<file path="src/rtl/jdc_pkg.sv">
// shared types and constants for the julian day / calendar converter
// no dependencies; imported by every module of the block
package jdc_pkg;

  // register levels from an accepted beat to the data out of the compute modules
  localparam int unsigned PIPE_DEPTH = 7;

  localparam logic [22:0] JDN_MAX      = 23'd5373484;
  localparam logic [16:0] SEC_MAX      = 17'd86399;
  localparam logic [17:0] HALF_DAY     = 18'd43200;
  localparam logic [17:0] SECS_PER_DAY = 18'd86400;

  localparam logic ACT_TO_DAY  = 1'b0;
  localparam logic ACT_TO_DATE = 1'b1;

  typedef struct packed {
    logic [22:0]        jdn;
    logic signed [16:0] off;
  } fwd_res_t;

  typedef struct packed {
    logic [4:0] hour;
    logic [5:0] minute;
    logic [5:0] second;
  } hms_t;

  typedef struct packed {
    logic signed [14:0] year;
    logic [3:0]         month;
    logic [4:0]         day;
    hms_t               hms;
  } rev_res_t;

endpackage

</file>
<file path="src/rtl/jdc_fwd.sv">
// forward path: gregorian date and time of day to julian day number and noon offset
// seven register levels; uses jdc_pkg
module jdc_fwd (
  input  logic               clk,
  input  logic signed [14:0] year,
  input  logic [3:0]         month,
  input  logic [4:0]         day,
  input  logic [4:0]         hour,
  input  logic [5:0]         minute,
  input  logic [5:0]         second,
  output jdc_pkg::fwd_res_t  res
);
  import jdc_pkg::*;

  // reciprocal of 100, exact for magnitudes below 2^15
  localparam int unsigned SE = 21;
  localparam logic [14:0] KE = 15'(((64'd1 << SE) + 64'd99) / 64'd100);

  // 367 * (shifted month) / 12, indexed by the raw month code
  function automatic logic [8:0] month_days(input logic [3:0] mo);
    logic [8:0] r;
    unique case (mo)
      4'd0:    r = 9'd305;
      4'd1:    r = 9'd336;
      4'd2:    r = 9'd367;
      4'd3:    r = 9'd30;
      4'd4:    r = 9'd61;
      4'd5:    r = 9'd91;
      4'd6:    r = 9'd122;
      4'd7:    r = 9'd152;
      4'd8:    r = 9'd183;
      4'd9:    r = 9'd214;
      4'd10:   r = 9'd244;
      4'd11:   r = 9'd275;
      4'd12:   r = 9'd305;
      4'd13:   r = 9'd336;
      4'd14:   r = 9'd367;
      default: r = 9'd397;
    endcase
    return r;
  endfunction

  // stage 1
  logic signed [15:0] y1_s1, y2_s1;
  logic [8:0]         ct_s1;
  logic [4:0]         dy_s1;
  logic signed [17:0] off_s1;
  // stage 2
  logic signed [25:0] b_s2;
  logic [7:0]         eq_s2;
  logic               eneg_s2;
  logic [8:0]         ct_s2;
  logic [4:0]         dy_s2;
  logic signed [16:0] off_s2;
  // stage 3
  logic signed [23:0] b4_s3;
  logic signed [10:0] e3_s3;
  logic [8:0]         ct_s3;
  logic [4:0]         dy_s3;
  logic signed [16:0] off_s3;
  // stage 4
  logic signed [25:0] sum_s4;
  logic signed [16:0] off_s4;
  // stages 5 to 7
  fwd_res_t           res_s5, res_s6, res_s7;

  logic signed [15:0] y1;
  logic [16:0]        tsum;
  logic [14:0]        mag;
  logic [29:0]        eprod;
  logic signed [8:0]  e_s;
  logic signed [8:0]  e34;
  logic signed [25:0] sum;

  always_comb begin
    // january and february count as months of the previous year
    y1    = $signed({year[14], year}) + 16'sd4800 - ((month <= 4'd2) ? 16'sd1 : 16'sd0);
    tsum  = 17'(hour) * 17'd3600 + 17'(minute) * 17'd60 + 17'(second);
    mag   = y2_s1[15] ? 15'(-y2_s1) : y2_s1[14:0];
    eprod = 30'(mag) * 30'(KE);
    e_s   = eneg_s2 ? -$signed({1'b0, eq_s2}) : $signed({1'b0, eq_s2});
    e34   = 9'((e3_s3 + ((e3_s3 < 0) ? 11'sd3 : 11'sd0)) >>> 2);
    sum   = 26'(b4_s3) + $signed({17'd0, ct_s3}) + $signed({21'd0, dy_s3})
            - 26'(e34) - 26'sd32075;
  end

  always_ff @(posedge clk) begin
    y1_s1   <= y1;
    y2_s1   <= y1 + 16'sd100;
    ct_s1   <= month_days(month);
    dy_s1   <= day;
    off_s1  <= $signed({1'b0, tsum}) - 18'sd43200;

    b_s2    <= 26'(y1_s1) * 26'sd1461;
    eq_s2   <= eprod[SE+7:SE];
    eneg_s2 <= y2_s1[15];
    ct_s2   <= ct_s1;
    dy_s2   <= dy_s1;
    if (off_s1 < -18'sd43200) begin
      off_s2 <= -17'sd43200;
    end else if (off_s1 > 18'sd43199) begin
      off_s2 <= 17'sd43199;
    end else begin
      off_s2 <= off_s1[16:0];
    end

    // divisions truncate toward zero
    b4_s3   <= 24'((b_s2 + ((b_s2 < 0) ? 26'sd3 : 26'sd0)) >>> 2);
    e3_s3   <= 11'(e_s) * 11'sd3;
    ct_s3   <= ct_s2;
    dy_s3   <= dy_s2;
    off_s3  <= off_s2;

    sum_s4  <= sum;
    off_s4  <= off_s3;

    if (sum_s4 < 0) begin
      res_s5.jdn <= '0;
    end else if (sum_s4 > $signed({3'd0, JDN_MAX})) begin
      res_s5.jdn <= JDN_MAX;
    end else begin
      res_s5.jdn <= sum_s4[22:0];
    end
    res_s5.off <= off_s4;
    res_s6     <= res_s5;
    res_s7     <= res_s6;
  end

  assign res = res_s7;

endmodule

</file>
<file path="src/rtl/jdc_hms.sv">
// time of day in seconds to hour, minute and second by reciprocal multiplies
// six register levels; uses jdc_pkg
module jdc_hms (
  input  logic              clk,
  input  logic [16:0]       tod,
  output jdc_pkg::hms_t     hms
);
  import jdc_pkg::*;

  localparam int unsigned HMS_LAT = PIPE_DEPTH - 1;
  localparam int unsigned NDLY    = HMS_LAT - 2;
  localparam int unsigned SH = 29;
  localparam int unsigned SM = 23;
  localparam logic [17:0] KH = 18'(((64'd1 << SH) + 64'd3599) / 64'd3600);
  localparam logic [17:0] KM = 18'(((64'd1 << SM) + 64'd59) / 64'd60);

  logic [34:0] hprod, mprod;
  logic [4:0]  hour_s1;
  logic [10:0] totm_s1;
  logic [16:0] tod_s1;
  hms_t        dly [NDLY+1];

  always_comb begin
    hprod = 35'(tod) * 35'(KH);
    mprod = 35'(tod) * 35'(KM);
  end

  always_ff @(posedge clk) begin
    hour_s1        <= hprod[SH+4:SH];
    totm_s1        <= mprod[SM+10:SM];
    tod_s1         <= tod;
    dly[0].hour    <= hour_s1;
    dly[0].minute  <= 6'(totm_s1 - 11'(hour_s1) * 11'd60);
    dly[0].second  <= 6'(tod_s1 - 17'(totm_s1) * 17'd60);
    for (int k = 1; k <= NDLY; k++) begin
      dly[k] <= dly[k-1];
    end
  end

  assign hms = dly[NDLY];

endmodule

</file>
<file path="src/rtl/jdc_rev.sv">
// reverse path: julian day number and seconds past noon to civil date and time
// seven register levels, time split in jdc_hms; uses jdc_pkg
module jdc_rev (
  input  logic              clk,
  input  logic [22:0]       day_number,
  input  logic [16:0]       seconds_past_noon,
  output jdc_pkg::rev_res_t res
);
  import jdc_pkg::*;

  // scaled reciprocals: floor(x*c/d) taken as (x*K) >> S, exact over the value range
  localparam int unsigned SN = 41;
  localparam int unsigned SI = 37;
  localparam int unsigned SJ = 22;
  localparam logic [25:0] KN = 26'(((64'd1 << SN) * 64'd4 + 64'd146096) / 64'd146097);
  localparam logic [28:0] KI = 29'(((64'd1 << SI) * 64'd4000 + 64'd1461000) / 64'd1461001);
  localparam logic [17:0] KJ = 18'(((64'd1 << SJ) * 64'd80 + 64'd2446) / 64'd2447);

  // 2447 * j / 80
  function automatic logic [8:0] day_base(input logic [3:0] j);
    logic [8:0] r;
    unique case (j)
      4'd0:    r = 9'd0;
      4'd1:    r = 9'd30;
      4'd2:    r = 9'd61;
      4'd3:    r = 9'd91;
      4'd4:    r = 9'd122;
      4'd5:    r = 9'd152;
      4'd6:    r = 9'd183;
      4'd7:    r = 9'd214;
      4'd8:    r = 9'd244;
      4'd9:    r = 9'd275;
      4'd10:   r = 9'd305;
      4'd11:   r = 9'd336;
      4'd12:   r = 9'd367;
      4'd13:   r = 9'd397;
      4'd14:   r = 9'd428;
      default: r = 9'd458;
    endcase
    return r;
  endfunction

  logic [22:0] jc;
  logic [16:0] sc;
  logic [17:0] tod0;
  logic        roll;
  logic [16:0] tod;
  logic [48:0] nprod;
  logic [24:0] cyc;
  logic [45:0] iprod;
  logic [27:0] jprod;
  logic        lf;
  logic [14:0] cent;

  logic [22:0] l_s1, l_s2;
  logic [16:0] tod_s1;
  logic [7:0]  n_s2, n_s3, n_s4, n_s5, n_s6;
  logic [15:0] l2_s3, l2_s4;
  logic [6:0]  i_s4, i_s5, i_s6;
  logic [9:0]  l3_s5, l3_s6;
  logic [3:0]  j_s6;
  logic signed [14:0] yy_s7;
  logic [3:0]  mm_s7;
  logic [4:0]  dd_s7;

  always_comb begin
    jc    = (day_number > JDN_MAX) ? JDN_MAX : day_number;
    sc    = (seconds_past_noon > SEC_MAX) ? SEC_MAX : seconds_past_noon;
    tod0  = {1'b0, sc} + HALF_DAY;
    // past midnight the date belongs to the next day number
    roll  = (tod0 >= SECS_PER_DAY);
    tod   = roll ? 17'(tod0 - SECS_PER_DAY) : tod0[16:0];
    nprod = 49'(l_s1) * 49'(KN);
    cyc   = (25'(n_s2) * 25'd146097 + 25'd3) >> 2;
    iprod = 46'({1'b0, l2_s3} + 17'd1) * 46'(KI);
    jprod = 28'(l3_s5) * 28'(KJ);
    lf    = (j_s6 >= 4'd11);
    cent  = 15'(($signed({7'd0, n_s6}) - 15'sd49) * 15'sd100);
  end

  always_ff @(posedge clk) begin
    l_s1   <= jc + 23'(roll) + 23'd68569;
    tod_s1 <= tod;

    n_s2   <= nprod[SN+7:SN];
    l_s2   <= l_s1;

    l2_s3  <= 16'(l_s2 - cyc[22:0]);
    n_s3   <= n_s2;

    i_s4   <= iprod[SI+6:SI];
    l2_s4  <= l2_s3;
    n_s4   <= n_s3;

    l3_s5  <= 10'(18'(l2_s4) + 18'd31 - ((18'(i_s4) * 18'd1461) >> 2));
    i_s5   <= i_s4;
    n_s5   <= n_s4;

    j_s6   <= jprod[SJ+3:SJ];
    l3_s6  <= l3_s5;
    i_s6   <= i_s5;
    n_s6   <= n_s5;

    dd_s7  <= 5'(l3_s6 - 10'(day_base(j_s6)));
    mm_s7  <= j_s6 + 4'd2 - (lf ? 4'd12 : 4'd0);
    yy_s7  <= $signed(cent) + $signed({8'd0, i_s6}) + $signed({14'd0, lf});
  end

  jdc_hms u_hms (
    .clk (clk),
    .tod (tod_s1),
    .hms (res.hms)
  );

  assign res.year  = yy_s7;
  assign res.month = mm_s7;
  assign res.day   = dd_s7;

endmodule

</file>
<file path="src/rtl/julian_day_calendar_converter.sv">
// top level of the julian day / calendar converter: valid pipeline and result register
// depends on jdc_pkg, jdc_fwd, jdc_rev (which holds jdc_hms)

// Converts one beat per clock in either direction between a proleptic gregorian
// date-time and a julian day number with whole seconds from noon. A beat is taken
// on every edge where start is high; busy is always low, so start may stay high
// for a new beat each cycle. The result is on the ports after the output register,
// marked by done for one cycle, and is taken at the edge that ends it: the block has
// no way to hold it. The result waits on the reverse conversion's chain of scaled
// reciprocal multiplies (day-number split into centuries, years, months, each with a
// register after the multiply) plus the output register. Fields of the direction not
// selected read as zero.
module julian_day_calendar_converter (
  input  logic               clk,
  input  logic               rst,
  input  logic               start,
  output logic               busy,
  output logic               done,
  input  logic               action,
  input  logic signed [14:0] year,
  input  logic [3:0]         month,
  input  logic [4:0]         day,
  input  logic [4:0]         hour,
  input  logic [5:0]         minute,
  input  logic [5:0]         second,
  input  logic [22:0]        day_number,
  input  logic [16:0]        seconds_past_noon,
  output logic [22:0]        out_day_number,
  output logic signed [16:0] seconds_from_noon,
  output logic signed [14:0] out_year,
  output logic [3:0]         out_month,
  output logic [4:0]         out_day,
  output logic [4:0]         out_hour,
  output logic [5:0]         out_minute,
  output logic [5:0]         out_second
);
  import jdc_pkg::*;

  localparam int unsigned LAT = PIPE_DEPTH + 1;

  logic                  accept;
  logic [PIPE_DEPTH-1:0] vld;
  logic [PIPE_DEPTH-1:0] act;
  fwd_res_t              fwd;
  rev_res_t              rev;

  assign busy   = 1'b0;
  assign accept = start && !busy;

  jdc_fwd u_fwd (
    .clk    (clk),
    .year   (year),
    .month  (month),
    .day    (day),
    .hour   (hour),
    .minute (minute),
    .second (second),
    .res    (fwd)
  );

  jdc_rev u_rev (
    .clk               (clk),
    .day_number        (day_number),
    .seconds_past_noon (seconds_past_noon),
    .res               (rev)
  );

  always_ff @(posedge clk) begin
    if (rst) begin
      vld  <= '0;
      done <= 1'b0;
    end else begin
      vld  <= {vld[PIPE_DEPTH-2:0], accept};
      done <= vld[PIPE_DEPTH-1];
    end
  end

  // direction bit rides along with each beat
  always_ff @(posedge clk) begin
    act <= {act[PIPE_DEPTH-2:0], action};
  end

  always_ff @(posedge clk) begin
    if (act[PIPE_DEPTH-1] == ACT_TO_DATE) begin
      out_day_number    <= '0;
      seconds_from_noon <= '0;
      out_year          <= rev.year;
      out_month         <= rev.month;
      out_day           <= rev.day;
      out_hour          <= rev.hms.hour;
      out_minute        <= rev.hms.minute;
      out_second        <= rev.hms.second;
    end else begin
      out_day_number    <= fwd.jdn;
      seconds_from_noon <= fwd.off;
      out_year          <= '0;
      out_month         <= '0;
      out_day           <= '0;
      out_hour          <= '0;
      out_minute        <= '0;
      out_second        <= '0;
    end
  end

`ifndef NO_ASSERTIONS
  a_beat_returns: assert property (@(posedge clk) disable iff (rst)
    accept |-> ##LAT done)
    else $error("accepted beat produced no result");

  a_no_spurious: assert property (@(posedge clk) disable iff (rst)
    done |-> $past(accept, LAT))
    else $error("result without an accepted beat");

  a_date_excl: assert property (@(posedge clk) disable iff (rst)
    (done && out_month != 4'd0) |-> (out_day_number == '0 && seconds_from_noon == '0))
    else $error("date result carries day number fields");

  a_fwd_excl: assert property (@(posedge clk) disable iff (rst)
    (done && out_month == 4'd0) |->
      (out_year == '0 && out_day == '0 && out_hour == '0 && out_minute == '0 &&
       out_second == '0))
    else $error("day number result carries date fields");

  a_ranges: assert property (@(posedge clk) disable iff (rst)
    done |-> (out_day_number <= JDN_MAX && out_hour <= 5'd23 && out_minute <= 6'd59 &&
              out_second <= 6'd59 && out_month <= 4'd12))
    else $error("result field out of range");
`endif

endmodule

</file>
<file path="config.mk">
export PLATFORM = sky130hd
export DESIGN_NAME = julian_day_calendar_converter
export DESIGN_NICKNAME = d
export VERILOG_FILES = /design/src/rtl/jdc_pkg.sv /design/src/rtl/jdc_fwd.sv /design/src/rtl/jdc_hms.sv /design/src/rtl/jdc_rev.sv /design/src/rtl/julian_day_calendar_converter.sv
export SDC_FILE = /design/constraint.sdc
export NUM_CORES = 2
export LEC_CHECK = 0
export BUFFER_PORTS_ARGS = -buffer_cell sky130_fd_sc_hd__clkbuf_2
export CAP_MARGIN = 10
export CORE_MARGIN = 8
export CORE_UTILIZATION = 30
export CTS_CLUSTER_DIAMETER = 100
export CTS_CLUSTER_SIZE = 16
export DETAILED_ROUTE_END_ITERATION = 8
export PLACE_DENSITY = 0.47
export SLEW_MARGIN = 20
export SYNTH_ARGS = -nofsm -noshare
export SYNTH_HDL_FRONTEND = slang
export SYNTH_SLANG_ARGS = --single-unit
</file>
<file path="constraint.sdc">
create_clock -name clk -period 9.5 [get_ports clk]
set_input_delay 0.95 -clock clk [delete_from_list [all_inputs] [get_ports clk]]
set_output_delay 0.95 -clock clk [all_outputs]
set_load 0.01 [all_outputs]
</file>
Yosys cells after proc, flatten, opt, wreduce, memory -nomap -nowiden
Memories as Yosys holds them, arrays and structs flattened. A register that Yosys moved wholly into a read port is not among the register bits.
Cells that the tools add are included.

storage, ports and cells
  flip-flop bits (word level) = 637
  RAM bits = 85
  bits in read-only memories = 288
  output and inout bits = 83
  memories = 3

operators by class
  add/sub/neg operators = 31
  multiply operators = 15
  magnitude comparators = 11
  multiplexer cells = 11
  reductions and logical operators = 2

memories
  memory           depth  bits a word  read ports  clocked after Yosys merged registers in  write ports  line           RTL
  (no name shown)  16     9            1           1                                        0            jdc_fwd.sv:22  unique case (mo)
  (no name shown)  16     9            1           1                                        0            jdc_rev.sv:22  unique case (j)
  u_rev.u_hms.dly  5      17           5           1                                        5            jdc_hms.sv:21  hms_t dly [NDLY+1];

operators with widths
  operator                number
  $mul 17x18->34 const B  2
  $lt 26x1->1 const B     2
  $mux 17                 3
  $mul 23x24->47 const B  1
  $mul 46x28->43 const B  1
  $mux 23                 2
  $sub 16x16->16          2
  $mul 15x13->27 const B  1
  $add 26x3->26           1
  $add 26x6->26           1
  $gt 26x24->1 const B    1
  $mul 10x18->26 const B  1
  $mul 16x12->26 const B  1
  $sub 26x16->26 const B  1
  $sub 26x9->26           1
  $add 24x10->25          1
  $add 23x1->23           1
  $add 23x17->23 const B  1
  $gt 23x23->1 const B    1
  $add 17x16->18 const B  1
  $add 18x2->18 const B   1
  $ge 18x17->1 const B    1
  $gt 18x17->1 const B    1
  $lt 18x17->1 const B    1
  other kinds (38)        40

Logic depth before layout (Yosys ltp)
  word-level depth = 6
  mapped depth = 28

Modules after synthesis
Synthesis repeated with hierarchy kept, for this count alone.

unflattened totals
  cell total of the unflattened synthesis = 6,147
  area total of the unflattened synthesis = 63,320.7 um^2

modules (own cells, without submodules)
  module                         times used  cells each  area an instance (um^2)  sequential area each (um^2)
  jdc_rev                        1           2,951       29,688.5                 3,823.7
  jdc_fwd                        1           2,090       21,605.7                 7,146.9
  jdc_hms                        1           911         9,494.1                  2,042.0
  julian_day_calendar_converter  1           195         2,532.4                  1,921.8

Worst setup path after synthesis
OpenSTA, ideal clock, no wires.

  path type = register to register
  start = register u_rev.l2_s3[2]
  end = register u_rev.i_s4[6]
  library setup time = 72 ps
  arrival time = 6,844 ps
  data required time = 9,428 ps
  path slack = 2,584 ps
  cell stages (with the launch flop) = 28
  buffers on the path = 0
  clock period less this slack = 6,916 ps
  cells stage by stage = dfxtp_1 -> and3_1 -> and3_1 -> nand3_1 -> nor2_1 -> nand3_1 -> xnor2_1 -> fa_1 -> xor2_1 -> ha_1 -> inv_1 -> fa_1 -> inv_1 -> fa_1 -> inv_1 -> fa_1 -> fa_1 -> inv_1 -> ha_1 -> and3_1 -> nor2b_1 -> o41ai_1 -> o21ai_0 -> o311ai_1 -> a21boi_0 -> o21a_1 -> nor2_1 -> xnor2_1

between the ends
  longest elaborated chain between the ends = 2

ends and longest elaborated chain
  element                   line           RTL
  start: declaration        jdc_rev.sv:58  logic [15:0] l2_s3, l2_s4;
  start signal: assignment  jdc_rev.sv:88  l2_s3 <= 16'(l_s2 - cyc[22:0]);
  $add 16x1->17             jdc_rev.sv:75  iprod = 46'({1'b0, l2_s3} + 17'd1) * 46'(KI);
  $mul 46x28->43            jdc_rev.sv:75
  net u_rev.iprod[43]       jdc_rev.sv:50  logic [45:0] iprod;
  end signal: assignment    jdc_rev.sv:91  i_s4 <= iprod[SI+6:SI];
  end: declaration          jdc_rev.sv:59  logic [6:0] i_s4, i_s5, i_s6;

The timed path passes the listed nets, and every way through them passes these cells.
A chain may end at the register's enable or synchronous reset.

Worst setup path after layout
  start = register u_rev.l2_s3[0]
  end = register u_rev.i_s4[6]

The elaborated chain is that of the path after synthesis.

==> metrics <==
Worst Path Max Fanout 15; total congestion overflow 0; Arr. time, crit path 8.71 ns; Synth Area in Compound Gates 0.0663; CTS Root Cell clkbuf_16; Synth Register Bits 746; Slew Limit Fails 0; Synth area leader fa_1; Syn Inst Count 5,788; Worst R2R Setup Slack 1.42 ns; full die area 219,000 µm²; crit path time final 8.08 ns; Die X-Extent 468 µm; post-cts repair resize count 0; vias per cell 4.28; Min-Delay Path Class flop to flop; area grow syn2layout 9.60%; status finished clean; drc violations 0; Least-Margin Pin Slew 1.06 ns; Final nets 8,038; most frequent cells after synthesis inv_1 (1,379), ha_1 (1,205), fa_1 (754); Initial Util 0.301; Critical Path Start Type flop; Post-synth ARST share 0; largest net degree at the start of global routing 50; hpwl dp 121,000 µm; Synth top area share 0.246; worst path cell trace ha_1, nand3_1, nor2_1, xor2_1, inv_1, fa_1, inv_1, fa_1, fa_1, fa_1, fa_1, inv_1, fa_1, inv_1, ha_1, a21oi_1, nor2b_1, o41ai_1, o21ai_0, o311ai_1, a21boi_0, o21a_1, nor2_1, xnor2_1; top cells by area, synth fa_1 (25%), ha_1 (25%), dfxtp_1 (24%), inv_1 (8.4%), xnor2_1 (3.6%); design area 67,300 µm²; Reg2Reg Launch Point u_rev.l2_s3[0]$_DFF_P_; area post-placement 65,600 µm²; count of cell types in the netlist 94; CP Data Required Time 10.12 ns; crit path launch u_rev.l2_s3[0]$_DFF_P_; CTS clk-pin slew, worst paths 0.08 ns; Placer Congestion 0.853; layout cells sized above 1 0.0507; TritonCTS clock tree done; Seq/Total Area, Yosys 0.243; Post-synth EDFFs 0; clock buffer depth 3; Worst-Skew Late Latency 0.72 ns; DR pass1 iterations 5; Critical Path End Type flop; mux share of post-synthesis cell area 0.00151; final hold slack 0.313 ns; first-pass GRT wire length 224,000 µm; post-synthesis simple-gate area fraction 0.0580; Setup Buffers After CTS 0; final setup vio count 0; die height 468 µm; Reg2Reg Depth 24; core area 204,000 µm²; Most used DFF post-synth dfxtp_1; Mapped Nets 7,832; Vias 37,200; end of the worst hold path u_rev.n_s4[5]$_DFF_P_; antenna violations before repair 10; RR Endpoint u_rev.i_s4[6]$_DFF_P_; Hold Violations, Final 0; DRT antenna net count 0; CTS Buf Count 57; max incr delay on CP 0.74 ns; max-cap viol count 0; Hold Crit Depth 0; worst clock skew 0.0569 ns; critical path class flop to flop; XOR/XNOR share of the synthesized area 0.0532; mean post-synth cell area 10.6 µm²; RSZ-0062 raised after global routing false; CTS sink cnt 746; worst hold path startpoint u_rev.n_s3[5]$_DFF_P_; Tot GR Track Use 0.128; Worst slew margin 0.289; Final Routed Wirelength 138,000 µm; top-count cell post-synth inv_1; IO Port Bufs 166; number of global-route vias before repair 40,200; Site Rows 166; largest family of logic cells by synthesized area adder cells; CTS H-tree depth 2; drt first-iter violations 1,322; Synth Warn # 0; Fmax 124 MHz; Mapped Area 61,400 µm²; fin crit share 0.851; Top cell by count, worst path fa_1; Adder-Cell Fraction of Synth Area 0.492; # IOs 168; wire length per cell 15.9 µm; Crit-path slowest cell dfxtp_1; setup TNS 0 ns; Hold Buf Count CTS 0
[placed cells by master, fill, tap and decap left out, types with 33 or more instances in the layout]
| cell | n |
|---|---|
| a21o_1 | 83 |
| a21oi_1 | 183 |
| and2_1 | 63 |
| clkbuf_16 | 57 |
| clkbuf_2 | 166 |
| dfxtp_1 | 745 |
| fa_1 | 754 |
| ha_1 | 1205 |
| inv_1 | 1379 |
| nand2_1 | 130 |
| nand3_1 | 63 |
| nand4_1 | 33 |
| nor2_1 | 141 |
| nor2b_1 | 80 |
| nor3_1 | 47 |
| o21a_1 | 48 |
| o21ai_0 | 111 |
| o21bai_1 | 37 |
| xnor2_1 | 251 |
| xor2_1 | 115 |
[flip-flops by register name (all words and copies together), names as in the netlist, 16 cells and up, named ones only]
name / flops
u_fwd.off_s3: 17
u_fwd.off_s2: 17
u_fwd.off_s1: 18
u_fwd.res_s6: 40
u_fwd.y1_s1: 16
out_day_number: 23
u_fwd.res_s5: 40
u_rev.u_hms.dly: 85
u_rev.tod_s1: 17
seconds_from_noon: 17
u_fwd.b_s2: 26
u_rev.l_s2: 16
u_fwd.res: 40
u_fwd.b4_s3: 24
u_rev.l2_s3: 16
u_rev.l_s1: 23
u_fwd.sum_s4: 26
u_fwd.off_s4: 17
[per-layer routing]
metal	vias to the layer above	routed length, µm	track usage
met5	-	33	0
met4	4	2710	0.0266
met3	124	4230	0.0147
met2	372	63000	0.210
met1	17900	68200	0.182
li1	18800	-	-
[critical path: cells and delay by family, from the launching register on]
family	cells	cell delay, ns
fa+ha+maj	8	3.91
compound gates	6	1.72
xor+xnor	2	0.75
flops	1	0.74
simple gates	4	0.58
buf+inv	4	0.33
[area by class of cell]
type                       instances  area (µm²)
multi-input combinational       3634       41200
tap                             2688        3360
inverter                        1380        5180
fill                           20700      137000
antenna                            5        12.5
timing repair buffer             175         898
sequential                       746       14900
clock buffer                      61        1470
clock inverter                    16         245
[stage by stage]
stage                     worst slack [ns]  utilization  instances
after floorplan                       2.58            -       5788
after global routing                 0.665        0.330       8701
final                                 1.42        0.330       8705
after detailed placement              1.43        0.321       8623
after CTS                             1.39        0.330       8700
after global placement                1.61        0.321       8623
[worst max-delay path by stage]
stage | slack [ns] | end | cells past startpoint
global placement | 1.61 | u_rev.i_s4[6]$_DFF_P_ | 24
detailed placement | 1.43 | u_rev.i_s4[6]$_DFF_P_ | 24
CTS | 1.39 | u_rev.i_s4[6]$_DFF_P_ | 24
global route | 0.66 | u_rev.i_s4[6]$_DFF_P_ | 24
finish | 1.42 | u_rev.i_s4[6]$_DFF_P_ | 24
floorplan | 2.58 | u_rev.i_s4[6]$_DFF_P_ | 27
[cell families (layout without fill, tap and decap cells)]
logic type      count (synthesis)  count (layout)
other cells                     1               6
mux                             5               5
compound gates                616             616
buf+inv                      1408            1632
simple gates                  682             682
flops                         746             746
fa+ha+maj                    1960            1960
xor+xnor                      370             370
Power is left out: the tool's default activity adds up to more than one toggle a clock period on the data nets, which glitch-free logic cannot reach.
